<file path="src/hdl/roro_pkg.sv">
package roro_pkg;

   localparam int HANDLE_BITS = 32;
   localparam int SIZE_BITS   = 16;
   localparam int POS_BITS    = 20;
   // width of the remaining-offset register and its compare against a size
   localparam int CMP_BITS    = (POS_BITS > SIZE_BITS) ? POS_BITS : SIZE_BITS;

   typedef enum logic {
      MODE_ADD  = 1'b0,
      MODE_FIND = 1'b1
   } mode_type;

   typedef struct packed {
      mode_type               mode;
      logic [HANDLE_BITS-1:0] record_handle;
      logic [SIZE_BITS-1:0]   record_size;
      logic [POS_BITS-1:0]    byte_position;
   } req_type;

   typedef struct packed {
      logic                   evicted_valid;
      logic [HANDLE_BITS-1:0] evicted_handle;
      logic                   found;
      logic [HANDLE_BITS-1:0] found_handle;
      logic [SIZE_BITS-1:0]   found_size;
      logic [SIZE_BITS-1:0]   offset_in_record;
   } rsp_type;

endpackage

</file>
<file path="src/hdl/roro_slots.sv">
module roro_slots #(
   parameter int DEPTH = 10
) (
   input  logic                                clock,
   input  logic                                wr_en,
   input  logic [$clog2(DEPTH)-1:0]            wr_addr,
   input  logic [roro_pkg::HANDLE_BITS-1:0]    wr_handle,
   input  logic [roro_pkg::SIZE_BITS-1:0]      wr_size,
   input  logic [$clog2(DEPTH)-1:0]            rd_addr,
   output logic [roro_pkg::HANDLE_BITS-1:0]    rd_handle,
   output logic [roro_pkg::SIZE_BITS-1:0]      rd_size
);
   import roro_pkg::*;

   logic [HANDLE_BITS-1:0] handle_mem [DEPTH];
   logic [SIZE_BITS-1:0]   size_mem   [DEPTH];

   always_ff @(posedge clock) begin
      if (wr_en) begin
         handle_mem[wr_addr] <= wr_handle;
         size_mem[wr_addr]   <= wr_size;
      end
   end

   // registered read, one address per cycle
   always_ff @(posedge clock) begin
      rd_handle <= handle_mem[rd_addr];
      rd_size   <= size_mem[rd_addr];
   end

endmodule

</file>
<file path="src/hdl/ring_of_records_with_offset_lookup.sv">
// Ring of DEPTH records (handle, byte size) that overwrites its oldest record
// when full. An add transaction stores a record and reports any evicted
// handle; a find transaction maps a byte offset into the oldest-first
// concatenation of the stored records onto a record and an offset inside it.
// Every request gives exactly one response. One request is in progress at a
// time: an add stores its record and then responds, a find on an empty ring
// goes to its response without walking, otherwise it walks n records (n is 1
// to DEPTH), one per cycle through a single subtract-and-compare unit
// fed by the one read port of the record store. A finished response sits in
// an output register, so the next request is taken while it waits.
module ring_of_records_with_offset_lookup #(
   parameter int DEPTH = 10
) (
   input  logic              clock,
   input  logic              reset,
   input  logic              req_valid,
   output logic              req_ready,
   input  roro_pkg::req_type req_data,
   output logic              rsp_valid,
   input  logic              rsp_ready,
   output roro_pkg::rsp_type rsp_data
);
   import roro_pkg::*;

   localparam int IW = $clog2(DEPTH);
   localparam logic [IW-1:0] LAST_IDX = IW'(DEPTH - 1);

   typedef enum logic [3:0] {
      ST_IDLE = 4'b0001,
      ST_ADD  = 4'b0010,
      ST_WALK = 4'b0100,
      ST_DONE = 4'b1000
   } state_type;

   function automatic logic [IW-1:0] next_slot(input logic [IW-1:0] i);
      return (i == LAST_IDX) ? '0 : i + 1'b1;
   endfunction

   state_type state_ff, state_in;
   logic [IW-1:0] wr_idx_ff, wr_idx_in;
   logic [IW-1:0] rd_idx_ff, rd_idx_in;
   logic          full_ff, full_in;
   logic [IW-1:0] walk_idx_ff, walk_idx_in;
   logic [CMP_BITS-1:0]    rem_ff, rem_in;
   logic [HANDLE_BITS-1:0] handle_ff, handle_in;
   logic [SIZE_BITS-1:0]   size_ff, size_in;
   rsp_type res_ff, res_in;
   logic    rsp_valid_ff, rsp_valid_in;
   rsp_type rsp_ff, rsp_in;

   logic                   mem_wr_en;
   logic [IW-1:0]          mem_rd_addr;
   logic [HANDLE_BITS-1:0] mem_rd_handle;
   logic [SIZE_BITS-1:0]   mem_rd_size;

   logic req_fire;
   logic ring_empty;
   logic ring_full;
   logic hit;
   logic [IW-1:0] walk_next;
   logic [IW-1:0] wr_next;

   assign req_ready  = (state_ff == ST_IDLE);
   assign req_fire   = req_valid && req_ready;
   assign ring_empty = !full_ff && (wr_idx_ff == rd_idx_ff);
   assign ring_full  = full_ff && (wr_idx_ff == rd_idx_ff);
   assign walk_next  = next_slot(walk_idx_ff);
   assign wr_next    = next_slot(wr_idx_ff);
   assign hit        = rem_ff < CMP_BITS'(mem_rd_size);

   // idle reads the oldest slot (also the slot an add on a full ring replaces)
   assign mem_rd_addr = (state_ff == ST_IDLE) ? rd_idx_ff : walk_next;
   assign mem_wr_en   = (state_ff == ST_ADD);

   roro_slots #(
      .DEPTH(DEPTH)
   ) u_slots (
      .clock     (clock),
      .wr_en     (mem_wr_en),
      .wr_addr   (wr_idx_ff),
      .wr_handle (handle_ff),
      .wr_size   (size_ff),
      .rd_addr   (mem_rd_addr),
      .rd_handle (mem_rd_handle),
      .rd_size   (mem_rd_size)
   );

   always_comb begin
      state_in    = state_ff;
      wr_idx_in   = wr_idx_ff;
      rd_idx_in   = rd_idx_ff;
      full_in     = full_ff;
      walk_idx_in = walk_idx_ff;
      rem_in      = rem_ff;
      handle_in   = handle_ff;
      size_in     = size_ff;
      res_in      = res_ff;

      unique case (state_ff)
         ST_IDLE: begin
            if (req_fire) begin
               handle_in   = req_data.record_handle;
               size_in     = req_data.record_size;
               rem_in      = CMP_BITS'(req_data.byte_position);
               walk_idx_in = rd_idx_ff;
               res_in      = '0;
               if (req_data.mode == MODE_ADD) begin
                  state_in = ST_ADD;
               end else if (ring_empty) begin
                  state_in = ST_DONE;
               end else begin
                  state_in = ST_WALK;
               end
            end
         end
         ST_ADD: begin
            wr_idx_in = wr_next;
            if (ring_full) begin
               res_in.evicted_valid  = 1'b1;
               res_in.evicted_handle = mem_rd_handle;
               rd_idx_in             = wr_next;
            end else begin
               full_in = (wr_next == rd_idx_ff);
            end
            state_in = ST_DONE;
         end
         ST_WALK: begin
            // remaining offset below this record's size: the byte is here
            if (hit) begin
               res_in.found            = 1'b1;
               res_in.found_handle     = mem_rd_handle;
               res_in.found_size       = mem_rd_size;
               res_in.offset_in_record = SIZE_BITS'(rem_ff);
               state_in                = ST_DONE;
            end else begin
               rem_in      = rem_ff - CMP_BITS'(mem_rd_size);
               walk_idx_in = walk_next;
               if (walk_next == wr_idx_ff) begin
                  state_in = ST_DONE;
               end
            end
         end
         ST_DONE: begin
            if (!rsp_valid_ff || rsp_ready) begin
               state_in = ST_IDLE;
            end
         end
         default: begin
            state_in = ST_IDLE;
         end
      endcase
   end

   always_comb begin
      rsp_valid_in = rsp_valid_ff;
      rsp_in       = rsp_ff;
      if (rsp_valid_ff && rsp_ready) begin
         rsp_valid_in = 1'b0;
      end
      if ((state_ff == ST_DONE) && (!rsp_valid_ff || rsp_ready)) begin
         rsp_valid_in = 1'b1;
         rsp_in       = res_ff;
      end
   end

   always_ff @(posedge clock) begin
      if (reset) begin
         state_ff     <= ST_IDLE;
         wr_idx_ff    <= '0;
         rd_idx_ff    <= '0;
         full_ff      <= 1'b0;
         rsp_valid_ff <= 1'b0;
      end else begin
         state_ff     <= state_in;
         wr_idx_ff    <= wr_idx_in;
         rd_idx_ff    <= rd_idx_in;
         full_ff      <= full_in;
         rsp_valid_ff <= rsp_valid_in;
      end
   end

   always_ff @(posedge clock) begin
      walk_idx_ff <= walk_idx_in;
      rem_ff      <= rem_in;
      handle_ff   <= handle_in;
      size_ff     <= size_in;
      res_ff      <= res_in;
      rsp_ff      <= rsp_in;
   end

   assign rsp_valid = rsp_valid_ff;
   assign rsp_data  = rsp_ff;

endmodule
</file>
<file path="config.mk">
export PLATFORM = sky130hd
export DESIGN_NAME = ring_of_records_with_offset_lookup
export DESIGN_NICKNAME = d
export VERILOG_FILES = /design/src/hdl/roro_pkg.sv /design/src/hdl/roro_slots.sv /design/src/hdl/ring_of_records_with_offset_lookup.sv
export SDC_FILE = /design/constraint.sdc
export NUM_CORES = 1
export LEC_CHECK = 0
export ABC_AREA = 1
export BUFFER_PORTS_ARGS = -buffer_cell sky130_fd_sc_hd__buf_2
export CELL_PAD_IN_SITES_DETAIL_PLACEMENT = 0
export CELL_PAD_IN_SITES_GLOBAL_PLACEMENT = 1
export CORE_UTILIZATION = 50
export CTS_CLUSTER_SIZE = 40
export DETAILED_ROUTE_END_ITERATION = 12
export GPL_TIMING_DRIVEN = 0
export PLACE_DENSITY_LB_ADDON = 0.12
export SKIP_LAST_GASP = 1
export SYNTH_ARGS = -nofsm -noshare
export SYNTH_HDL_FRONTEND = slang
export SYNTH_HIERARCHICAL = 1
export SYNTH_SLANG_ARGS = --single-unit
</file>
<file path="constraint.sdc">
create_clock -name clock -period 12.28 [get_ports clock]
set_input_delay 1.228 -clock clock [delete_from_list [all_inputs] [get_ports clock]]
set_output_delay 1.228 -clock clock [all_outputs]
set_load 0.01 [all_outputs]
</file>
==> flow_metrics.tcl, run 1 <==
set metrics [dict create \
    synth.mux.area_fraction_pct 0 \
    cp_max_fo 11 \
    yosysTopAreaCell "edfxtp_1" \
    holdWs_ns 0.410 \
    syn-num-nets 2854 \
    avgSynthCellArea_um2 11.8 \
    synthFlopType "edfxtp_1" \
    slew_headroom_pct 24.8 \
    synth.top_cells.by_area "edfxtp_1 69%, nand2_1 6.5%, nand3_1 5.0%, inv_1 4.8%, dfxtp_1 3.8%" \
    syn_area_um2 32600 \
    postCtsHoldBufs 0 \
    start_util_pct 50.6 \
    antenna_found_initial 0 \
    cts.htree.levels 3 \
    netlist_top_cells_count "748 x edfxtp_1, 568 x nand2_1, 414 x inv_1, 325 x nand3_1, 237 x nor2_1" \
    drv_slew 0 \
    clockBufferDepth 3 \
    die_h_um 257 \
    run_status "complete, no violations" \
    crit_top_cell "buf_4" \
    wl_per_cell_um 20.1 \
    clk_pin_slew_ns 0.06 \
    worstPathArrival_ns 3.71 \
    rsz0062_at_grt "no" \
    crit_buf_inv 8 \
    synth_cells 2764 \
    final-setup-viol-count 0 \
    final_cells 3986 \
    via_per_inst 5.12 \
    post-synth-top-count-cell "edfxtp_1" \
    areaGrowthSynthToFinish_pct 16.8 \
    grtUsageTotal_pct 24.5 \
    placed_cell_area_um2 35300 \
    ys_types 39 \
    async_flop_share_pct 0 \
    design.core.area_um2 64500 \
    cts_sinks 810 \
    ctsRootBufferMaster "clkbuf_16" \
    wl_met2_um 37100 \
    seqCellArea_um2 23700 \
    clock_latency_ns 0.64 \
    highest_layer "met4" \
    drc 0 \
    antenna_left 0 \
    grt_pass1_vias 19722 \
    critPathLaunchType "input pin" \
    p_per_area_nw_per_um2 241 \
    finalPower_mw 9.16 \
    row_count 93 \
    cts_resized 0 \
    fin_skew_ns 0.0183 \
    min_path_type "flip-flop to flip-flop" \
    yosysTopAreaCellShare_pct 68.9 \
    p_leak_nw 15.6 \
    vias 20426 \
    die_area_um2 66200 \
    maxCapViolations 0 \
    stdcell_area_um2 38100 \
    dpl.cell_count 3828 \
    drt_iter0_drc 1881 \
    numCtsBuffers 84 \
    place_congestion 0.882 \
    critPathMaxStageDelay_ns 0.79 \
    critPathRequiredTime_ns 12.62 \
    ir_worst_vdd_v 0.000124 \
    fin_crit_sh_pct 27.5 \
    synth.ff_latch_count 810 \
    yosysWarnings 6 \
    nNetsFinal 3149 \
    hold_viol_final 0 \
    postCtsSetupRepairBufs 0 \
    cts_tree "done" \
    crit_type "input pin to flip-flop" \
    fillers 5235 \
    seq_area_frac_synth_pct 72.7 \
    tightestPinTransition_ns 1.13 \
    synth_xor_area_share_pct 0.403 \
    ios 173 \
    grt.overflow.total 0 \
    finalSetupTns_ns 0 \
    yosys.area_share.adder_pct 0.676 \
    synth_top_family_by_area "simple AND/OR/NAND/NOR gates" \
    synth-edff-count 748 \
    cp_top_family "buffers and inverters" \
    drt-met1-wl_um 36100 \
    grt_max_degree 34 \
    port_buffers 172 \
    grt_pass1_wl_um 120000 \
    multiInputGateArea_um2 6600 \
    clock.fmax_mhz 296 \
    drive_gt1_share_pct 17.5 \
    critPathSlowestCell "nor4_2" \
    dr.pass1.iters 6 \
    worstPathCellList "buf_2 > nor2_1 > nor4_2 > buf_4 > buf_4 > buf_4 > buf_4 > buf_4 > buf_4 > buf_4" \
    cp-end-kind "flip-flop" \
    synth_compound_area_share_pct 2.13 \
    min_period_ns 3.38 \
    die_x_um 257 \
    hpwlAfterDp_um 53000 \
    wl_met3_um 4830 \
    finalWirelength_um 80100 \
    synth_simple_gate_area_share_pct 16.7 \
]
-- registers in the layout, indices dropped and copies added, names as in the netlist --
name                flops
u_slots/handle_mem    320
wr_idx_ff               4
handle_ff              32
u_slots/size_mem      160
size_ff                16
u_slots/rd_handle      32
state_ff                4
rsp_data               98
rd_idx_ff               4
rem_ff                 20
u_slots/rd_size        16
rsp_valid               1
res_ff                 98
walk_idx_ff             4
full_ff                 1
-- layer usage --
metal | up-vias | track usage [%]
met3 | 135 | 3.27
met2 | 688 | 38.9
li1 | 9739 | -
met4 | 0 | 7.46
met1 | 9864 | 35.1
met5 | - | 0
-- per-stage QoR --
step	worst slack, ns	utilization [%]
2_1_floorplan	1.00	-
3_3_place_gp	-2.07	53.6
3_5_place_dp	8.21	54.8
4_1_cts	8.88	59.1
5_1_grt	8.72	59.1
6_report	8.90	59.1
-- cell families (layout without fill, tap and decap cells) --
kind of cell,Yosys count,after routing
DFF,810,810
other,0,1
AOI/OAI and AO/OA,132,132
xor gates and xnor gates,15,15
adders and majority gates,17,17
buffers and inverters,537,903
and+or+nand+nor,1253,1253
-- final timing paths --
kind / from / end / slack [ns] / depth (start not counted)
max reg2reg: state_ff[2] / u_slots/rd_handle[12] / 9.06 / 10
max: rsp_ready / rsp_data[84] / 8.90 / 10
min reg2reg: res_ff[4] / rsp_data[4] / 0.41 / 0
min: res_ff[4] / rsp_data[4] / 0.41 / 0
-- cell type report --
cell class | count | share of cell area (%)
well taps | 855 | 2.81
plain buffers | 113 | 2.10
repair buffers | 209 | 4.13
diodes | 1 | 0.00657
clock buffers | 123 | 6.22
clock inverters | 34 | 0.959
flip-flops and latches | 810 | 62.2
multi-input cells | 1417 | 17.3
inverters | 424 | 4.20
-- power breakdown --
group | internal [mW] | switching, mW | total (mW)
combinational | 0.906 | 2.07 | 2.97
clock | 1.45 | 1.05 | 2.50
sequential | 3.47 | 0.216 | 3.69
total | 5.83 | 3.33 | 9.16
-- cell usage in the layout (no fill, tap or decap), types with 16 or more instances in the layout --
| cell type | netlist | final |
|---|---|---|
| a21oi_1 | 28 | 28 |
| buf_12 | 10 | 24 |
| buf_2 | 44 | 216 |
| buf_4 | 14 | 24 |
| clkbuf_1 | 29 | 56 |
| clkbuf_16 | 0 | 84 |
| dfxtp_1 | 62 | 62 |
| edfxtp_1 | 748 | 748 |
| ha_1 | 16 | 16 |
| inv_1 | 414 | 414 |
| nand2_1 | 568 | 568 |
| nand2_2 | 92 | 92 |
| nand3_1 | 325 | 325 |
| nor2_1 | 237 | 225 |
| o21ai_0 | 83 | 82 |
Note: power is estimated with default switching activity, not from simulation.
==> inputs of run 2 (changes only) <==
--- a/config.mk
+++ b/config.mk
@@ -9,7 +9,7 @@
 export BUFFER_PORTS_ARGS = -buffer_cell sky130_fd_sc_hd__buf_2
 export CELL_PAD_IN_SITES_DETAIL_PLACEMENT = 0
 export CELL_PAD_IN_SITES_GLOBAL_PLACEMENT = 1
-export CORE_UTILIZATION = 50
+export CORE_UTILIZATION = 45
 export CTS_CLUSTER_SIZE = 40
 export DETAILED_ROUTE_END_ITERATION = 12
 export GPL_TIMING_DRIVEN = 0
==> constraint.sdc (replaced) <==
create_clock -name clock -period 2.95 [get_ports clock]
set_input_delay 0.295 -clock clock [delete_from_list [all_inputs] [get_ports clock]]
set_output_delay 0.295 -clock clock [all_outputs]
set_load 0.01 [all_outputs]
==> run 2 against run 1 <==
  * Sequential share of layout area shrank 1.3 points
  * Sequential power grew to 4.1 times the previous value
  * Clock-buffer cell count shrank 17
  * Utilization shrank 4.7 points
  * Hold slack lost 0.38 ns
  * Critical path depth shrank 1
  * Global-route usage shrank 2.1 points
  * Register-to-register slack lost 8.9 ns
  * Largest cell class unchanged
  * Largest power group unchanged
==> flow_metrics.tcl, run 2 (synthesis gave the netlist of run 1 again) <==
set metrics [dict create \
    clock.fmax_mhz 353 \
    ios 173 \
    worstRegToRegCells 9 \
    drc 0 \
    antenna_found_initial 1 \
    tightestPinTransition_ns 0.978 \
    cp_max_fo 10 \
    start_util_pct 45.5 \
    place_congestion 0.855 \
    grt_max_degree 34 \
    worstHoldEndpoint "rem_ff[13]" \
    clock_latency_ns 0.64 \
    cts.htree.levels 3 \
    critPathLaunchType "flip-flop" \
    ir_worst_vdd_v 0.000439 \
    ctsRootBufferMaster "clkbuf_16" \
    crit_type "flip-flop to flip-flop" \
    r2r-start "state_ff[2]" \
    regToRegEndpoint "u_slots/rd_handle[13]" \
    min_period_ns 2.84 \
    via_per_inst 4.94 \
    rsz0062_at_grt "yes" \
    port_buffers 172 \
    finalSetupTns_ns 0 \
    critPathRequiredTime_ns 3.46 \
    vias 20442 \
    die_area_um2 73500 \
    design.core.area_um2 71600 \
    p_leak_nw 15.9 \
    min_path_type "input pin to flip-flop" \
    p_per_area_nw_per_um2 995 \
    wl_per_cell_um 19.7 \
    final-setup-viol-count 0 \
    worstPathArrival_ns 3.35 \
    r2r_setup_slack_ns 0.11 \
    areaGrowthSynthToFinish_pct 19.4 \
    dpl.cell_count 3916 \
    post-route-util_pct 54.3 \
    largest_reg_flops 320 \
    finalWirelength_um 81600 \
    slew_headroom_pct 34.6 \
    regMostFlops "u_slots/handle_mem" \
    numCtsBuffers 85 \
    dr.pass1.iters 6 \
    clk_pin_slew_ns 0.07 \
    die_x_um 271 \
    drt_iter0_drc 1719 \
    hp-start "req_data[13]" \
    drv_slew 0 \
    fin_skew_ns 0.0285 \
    cp-end-kind "flip-flop" \
    clockBufferDepth 3 \
    n_antenna_cell 0 \
    grt_pass1_wl_um 121000 \
    final_cell_mix "748 x edfxtp_1, 568 x nand2_1, 411 x inv_1" \
    drive_gt1_share_pct 17.5 \
    hold_viol_final 0 \
    reg_top3 "u_slots/handle_mem (320), u_slots/size_mem (160)" \
    cts_tree "done" \
    grt.overflow.total 0 \
    layout_commonest_cell "edfxtp_1" \
    final_cells 4138 \
    hpwlAfterDp_um 54100 \
    die_h_um 271 \
    fillers 6179 \
    grtUsageTotal_pct 22.4 \
    nNetsFinal 3209 \
    maxCapViolations 0 \
    fin_crit_sh_pct 96.2 \
    antenna_left 0 \
    run_status "complete, no violations" \
    row_count 98 \
    hold_depth 3 \
    grt_pass1_vias 19693 \
    cts_sinks 810 \
]
[run 2: what timing repair did]
item                                    CTS  global route
gates resized for setup                   2             2
hold endpoints to repair                 67             0
hold buffers                             66             0
pin swaps                                 0             1
setup buffers                             0             1
cloned                                    0             0
endpoints found under the setup margin   48            96
[run 2: layer usage]
layer / vias to the layer above / track usage [%] / wire length, um
li1: 9860 / - / -
met1: 9796 / 32.1 / 37400
met2: 654 / 35.2 / 36900
met3: 132 / 3.56 / 5430
met4: 0 / 6.76 / 1880
met5: - / 0 / 0
[run 2: layout make-up]
class / instances / area [um^2] / share of cell area, %
multi-input cells: 1417 / 6620 / 17.0
clock buffers: 106 / 2280 / 5.85
inverters: 424 / 1600 / 4.12
clock inverters: 50 / 571 / 1.47
well taps: 950 / 1190 / 3.05
repair buffers: 269 / 2150 / 5.52
flip-flops and latches: 810 / 23700 / 60.9
plain buffers: 112 / 797 / 2.05
[run 2: how the worst max path moves through the flow]
stage                              startpoint                   endpoint  depth (start not counted)
final                             state_ff[2]      u_slots/rd_handle[13]                          9
after global routing      u_slots/rd_size[10]                  rem_ff[1]                         11
after CTS                         state_ff[2]  u_slots/handle_mem[6][12]                          8
after detailed placement          state_ff[2]      u_slots/rd_handle[13]                         10
after global placement            state_ff[0]               rsp_data[50]                          3
after floorplan                   state_ff[0]                rsp_data[0]                          3
[run 2: worst max-delay path, stage by stage (launching register included)]
cell and delay, ns:
dfxtp_1 0.36, nor2_1 0.15, nand3_1 0.11, inv_1 0.22, o21ai_0 0.16, inv_2 0.24, clkbuf_1 0.68, buf_2 0.43
nand3_1 0.12, nand2_1 0.24
[run 2: stage by stage]
stage	cell area [um^2]	setup WS [ns]	total power [mW]	hold WS [ns]
6_report	38900	0.113	38.7	0.0329
2_1_floorplan	32700	-1.08	23.1	0.360
5_1_grt	38900	-0.0229	40.8	0.0250
3_3_place_gp	34700	-2.16	27.8	0.403
3_5_place_dp	35400	-0.223	28.0	0.405
4_1_cts	38900	0.0133	39.0	0.00333
[run 2: report_power, final]
part           switching (mW)  leakage (nW)  internal (mW)  total (mW)
Combinational            8.72          7.16           3.78        12.5
Clock                    4.41          1.39           6.46        10.9
Sequential              0.864          7.37           14.5        15.3
Total                    14.0          15.9           24.7        38.7
